## src/rtl/mfs_pkg.sv

```systemverilog
// Shared types, register codes and helper functions of the D3Q15 MRT forcing-term block.
package mfs_pkg;

    // Register indexes of the configuration port.
    typedef enum logic [2:0] {
        CFG_REF_DEN = 3'd0,
        CFG_GRAV_X  = 3'd1,
        CFG_GRAV_Y  = 3'd2,
        CFG_GRAV_Z  = 3'd3,
        CFG_SIGMA   = 3'd4,
        CFG_LAMBDA  = 3'd5
    } t_cfg_idx;

    localparam logic [30:0] REF_DEN_RESET = 31'd65536;
    localparam logic [16:0] LAMBDA_RESET  = 17'd65536;
    localparam logic [3:0]  MOMENT_LAST   = 4'd14;

    // Reciprocal of three for exact 33-bit division, and the offset that makes
    // a signed 32-bit value a nonnegative multiple-of-three shift.
    localparam logic [31:0] DIV3_MAGIC  = 32'hAAAAAAAB;
    localparam logic [31:0] DIV3_OFFSET = 32'd715827883;

    // Live configuration values.
    typedef struct packed {
        logic [30:0]        ref_den;
        logic signed [31:0] grav_x;
        logic signed [31:0] grav_y;
        logic signed [31:0] grav_z;
        logic signed [31:0] sigma;
        logic [16:0]        lambda;
    } t_cfg;

    // One classified cell, handed from the front to the back.
    typedef struct packed {
        logic [31:0]       tag;
        logic [2:0][31:0]  fv;
        logic [2:0][35:0]  q3;
        logic [8:0][55:0]  p;
        logic [63:0]       tension;
        logic              zdiv;
        logic              s_neg;
        logic              tfault;
        logic              ff;
    } t_job;

    // Magnitude of a signed 32-bit value.
    function automatic logic [31:0] abs32(input logic [31:0] x);
        return x[31] ? 32'(~x + 32'd1) : x;
    endfunction

    // Saturate to 32 bits; the top bit of the result flags a clamp.
    function automatic logic [32:0] sat32(input logic signed [71:0] x);
        if (x > 72'sd2147483647) begin
            return {1'b1, 32'h7FFFFFFF};
        end else if (x < -72'sd2147483648) begin
            return {1'b1, 32'h80000000};
        end else begin
            return {1'b0, x[31:0]};
        end
    endfunction

endpackage

```

## src/rtl/mfs_queue.sv

```systemverilog
// Two-entry queue that decouples the front from the term emitter.
module mfs_queue (
    input  logic          i_clk,
    input  logic          i_rst_n,
    input  logic          i_push,
    input  mfs_pkg::t_job i_job,
    input  logic          i_pop,
    output logic          o_full,
    output logic          o_empty,
    output mfs_pkg::t_job o_head
);
    import mfs_pkg::*;

    t_job       r_mem [2];
    logic       r_wr;
    logic       r_rd;
    logic [1:0] r_count;

    assign o_full  = (r_count == 2'd2);
    assign o_empty = (r_count == 2'd0);
    assign o_head  = r_mem[r_rd];

    // Entry storage.
    always_ff @(posedge i_clk) begin
        if (i_push) begin
            r_mem[r_wr] <= i_job;
        end
    end

    // Pointers and fill count.
    always_ff @(posedge i_clk) begin
        if (!i_rst_n) begin
            r_wr    <= 1'b0;
            r_rd    <= 1'b0;
            r_count <= '0;
        end else begin
            if (i_push) begin
                r_wr <= ~r_wr;
            end
            if (i_pop) begin
                r_rd <= ~r_rd;
            end
            r_count <= r_count + 2'(i_push) - 2'(i_pop);
        end
    end

endmodule

```

## config.mk

```make
export PLATFORM = sky130hd
export DESIGN_NAME = mfs_queue
export DESIGN_NICKNAME = d
export VERILOG_FILES = /design/src/rtl/mfs_pkg.sv /design/src/rtl/mfs_queue.sv
export SDC_FILE = /design/constraint.sdc
export NUM_CORES = 1
export LEC_CHECK = 0
export BUFFER_PORTS_ARGS = -buffer_cell sky130_fd_sc_hd__buf_2
export CORE_AREA = 2 2 629 631
export CTS_BUF_LIST = sky130_fd_sc_hd__clkbuf_4 sky130_fd_sc_hd__clkbuf_8 sky130_fd_sc_hd__clkbuf_16
export CTS_CLUSTER_DIAMETER = 30
export CTS_CLUSTER_SIZE = 10
export DETAILED_ROUTE_END_ITERATION = 7
export DIE_AREA = 0 0 631 633
export GPL_ROUTABILITY_DRIVEN = 0
export GPL_TIMING_DRIVEN = 0
export PLACE_DENSITY = 0.42
export RECOVER_POWER = 50
export SETUP_SLACK_MARGIN = 0.2
export SLEW_MARGIN = 40
export SYNTH_ARGS = -nofsm -noshare
export SYNTH_HDL_FRONTEND = slang
export SYNTH_SLANG_ARGS = --single-unit
```

## constraint.sdc

```tcl
create_clock -name i_clk -period 75.2 [get_ports i_clk]
set_input_delay 15.04 -clock i_clk [delete_from_list [all_inputs] [get_ports i_clk]]
set_output_delay 15.04 -clock i_clk [all_outputs]
set_load 0.01 [all_outputs]
```

# Word level (Yosys, flattened, before mapping)
# Memory sizes are Yosys's and may differ from the RTL's. A register that Yosys moved wholly into a read port is not among the register bits.
# Cells that the tools add are included.
# classes
n_addsub	2
n_eq_ne	1
n_mux	4
n_bitwise	2
n_reduce_logical	1
# op_table
cell	n
$mux 1	4
$add 2x1->2	1
$eq 2x2->1 const B	1
$logic_not 2->1	1
$not 1->1	2
$sub 2x1->2	1
# totals
register_bits	4
ramBits	1616
input_bits	812
wordCells	14
mem_count	1
# memory_table
memory	depth	width	rd	rd_clocked_by_memory_dff	wr	line_no	source
r_mem	2	808	1	1	1	mfs_queue.sv:14	t_job r_mem [2];

# Logic depth before layout (Yosys ltp)
# logic_depth
ltp_word	3
depth_mapped	6
ltp_nobuf	6

# Worst setup path after synthesis
# OpenSTA, ideal clock, no wires.
# synth_timing
path_type	in2reg
from	in i_push
to	reg r_wr
setup_ps	186
t_arrival_ps	51944
path_slack_ps	23069
path_stages	2
path_buffers	0
path_cell_list	nor2b_1 > o21a_1
# synth_lines
item	line_no	source
start, declared	mfs_queue.sv:5	input logic i_push,
end signal, assigned	mfs_queue.sv:38	r_wr <= ~r_wr;
end, declared	mfs_queue.sv:15	logic r_wr;

# Worst setup path in the final report
# layout_timing
from	in i_push
to	mem r_mem[1][212] (netlist name), enable pin
# layout_via
elab_chain_cells	2
# layout_lines
item	line_no	source
$mux 1	mfs_queue.sv:25	if (i_push) begin
$mux 1 (not written as such)	mfs_queue.sv:26	r_mem[r_wr] <= i_job;
end, declared	mfs_queue.sv:14	
# No other way between the ends.

==> out/qor.csv <==
metric,value,unit
Via Count,35000,
syn avg cell area,23.4,sq um
most frequent cells after synthesis,"edfxtp_1 (1616), mux2_2 (608), mux2_4 (200)",
Sw Share,23.4,%
crit start category,primary input,
WL/cell,27.4,um
crit path DAT,21.85,ns
Clk pwr share,57.6,%
failing checks,"capacitance limit, slew limit",
post-DP HPWL,232000,um
Worst-Skew Late Latency,0.94,ns
Post-synth ARST share,0,%
Comb power frac,8.7,%
number of global-route vias before repair,36300,
Stages on worst setup path,11,
# DRC,0,
fillers,41400,
drt via density,3.41,
Placement Rows,230,
ANT nets after route,0,
total chip power,3.14,mW
Worst EP required,75.78,ns
slowest CP cell,and2_0,
clk buf depth,4,
setup bufs post-CTS,0,
Final #Nets,5461,
clk slew on worst S/H paths,0.05,ns
clock skew,0.0411,ns
TritonCTS clock tree,yes,
"Max FO, Critical Path",37,
fin crit share,28.3,%
register area share after synthesis,82.0,%
post-synth top area share,81.8,%
P per Cell Area,35.2,nW/um^2
"Cell Chain, Critical Path",clkbuf_1 -> and2_0 -> clkbuf_1 -> clkbuf_1 -> buf_16 -> buf_12 -> buf_12 -> buf_12 -> buf_12 -> buf_12 -> buf_12,
syn nets,3349,
CP top delay family,buffers and inverters,
Pleak,32.2,nW
kind of critical path,primary input to flop,
Mapped Area,59300,sq um
Synth Instances,2535,
measured slew at the worst slew-check pin,2.39,ns
die extent in x,631,um
P_sw,0.735,mW
Initial Utilization,15.1,%
post-CTS sizing,0,
grt ovf,0,
Top-Level Pins,1622,
clock buffers created by TritonCTS,407,
Worst path max stage delay,1.56,ns
DRT Pass-1 Iters,5,
crit path buf inv count,10,
hold_buf cts,0,
leading area contributor after synthesis,edfxtp_1,
root buf cell,clkbuf_16,
R2R cell count,10,
core area,392000,sq um
Seq cells post-synth,1621,
post-synthesis cell type count,15,
"EDFF count, synth",1616,
die height,633,um
first-pass GRT wire length,354000,um
register share of total power,33.7,%
Achievable Freq,47.0,MHz
final core utilization,22.8,%
CTS Sinks,1621,
"Top cell by count, worst path",buf_12,
Iter 0 DRT Violations,1967,
initial antenna violation count,261,
IO Port Bufs,1621,
endpoints failing setup,0,
Final min period,21.27,ns
largest net degree at the start of global routing,38,
GRT Overall Usage,13.4,%
"Warnings, synthesis",0,
CTS HTree Levels,5,
"count leader, synth",edfxtp_1,
Post-Route WL,281000,um
share of post-route cells with drive strength above 1,55.4,%
type of the most critical hold path,flop to flop,
Max Cap Viol,9,
Int Power,2.41,mW
cell count of the worst hold path,2,
worst hold slack,0.574,ns
Area Overhead vs Synth,50.4,%
RSZ-0062 raised after global routing,false,
CP endpoint kind,flop,
Synth area leaders,"edfxtp_1 (82%), mux2_2 (12%), mux2_4 (5.1%)",
maximum VDD drop,0.0231,mV
"Hold Vio Cnt, Final",0,
area of the die,399000,sq um
count of final max-slew check failures,275,
Most used DFF post-synth,edfxtp_1,
max_slew headroom,-59.2,%
status,"finished, violations left",
## stage by stage
step / std cells / setup slack [ns] / setup TNS (ns) / area, sq um
detailed placement: 9458 / 56.08 / 0 / 75700
finish: 10300 / 53.93 / 0 / 89200
CTS: 10200 / 56.37 / 0 / 90100
floorplan: 2535 / 23.07 / 0 / 59300
global route: 10200 / 53.30 / 0 / 89100
global placement: 9376 / -3.26 / -2261.65 / 74000
## power by group through the flow
stage                     logic, mW  clock network, mW  registers [mW]
after global routing          0.290               1.89            1.06
after global placement        0.271                  0            1.16
after CTS                     0.288               1.84            1.06
after detailed placement      0.287                  0            1.07
final                         0.273               1.81            1.06
after floorplan               0.122                  0            1.12
## sequential cells by signal, summed over array words and instances, names as in the netlist, named ones only
name and count:
r_count 2, r_rd 1, r_mem 1616, r_wr 1
## layout make-up
class                      count  area, sq um  share of cell area [%]
multi-input combinational    822         9970                    11.2
buffer                        90          722                   0.809
timing repair buffer        1703         8840                    9.91
sequential                  1621        48600                    54.5
tap                         5220         6530                    7.32
inverter                       2         7.51                 0.00842
clock inverter               304         3860                    4.33
antenna                       44          110                   0.123
clock buffer                 452        10500                    11.8
## per-layer routing
layer | track usage [%] | share of wire [%] | routed length, um | up-vias
met3 | 5.85 | 9.9 | 27900 | 754
li1 | - | - | - | 14700
met2 | 22.7 | 48 | 136000 | 1883
met4 | 5.21 | 4.3 | 12200 | 88
met1 | 14.7 | 37 | 105000 | 17600
met5 | 0 | 0.20 | 565 | -
## cells by family after synthesis
group | count (synthesis) | share of synthesized area, %
AO/OA/AOI/OAI | 1 | 0.0127
XOR/XNOR | 2 | 0.0527
adder cells (fa/ha/maj) | 2 | 0.0422
buffers and inverters | 92 | 1.23
flip-flops | 1621 | 82.0
multiplexers | 808 | 16.6
AND/OR/NAND/NOR | 9 | 0.0907
## final timing paths
kind	from	endpoint	slack (ns)
worst max-delay path	i_push	r_mem[1][212]	53.93
worst min-delay path	r_rd	flop	0.57
worst max register to register	r_wr	r_mem[1][212]	67.91
worst min register to register	r_rd	flop	0.57
## layout by cell type, fill, tap and decap left out, types with 13 or more instances in the layout
cell type	netlist	final
mux2_2	608	608
clkinv_4	0	17
clkinv_2	0	71
mux2_4	200	200
buf_2	16	1152
buf_6	23	23
clkinvlp_4	0	32
clkinv_16	0	13
diode_2	0	44
clkinv_1	0	82
clkbuf_1	0	501
buf_4	51	51
buf_8	0	24
buf_16	0	21
buf_12	0	16
edfxtp_1	1616	1616
clkbuf_16	0	408
bufinv_16	0	71
clkbuf_4	0	44
## tightest hold or removal path, stage by stage (launching register included)
cell,delay [ns]
dfxtp_1,0.31
xor2_1,0.07
and2_1,0.14
Note: power is estimated with default switching activity, not from simulation.
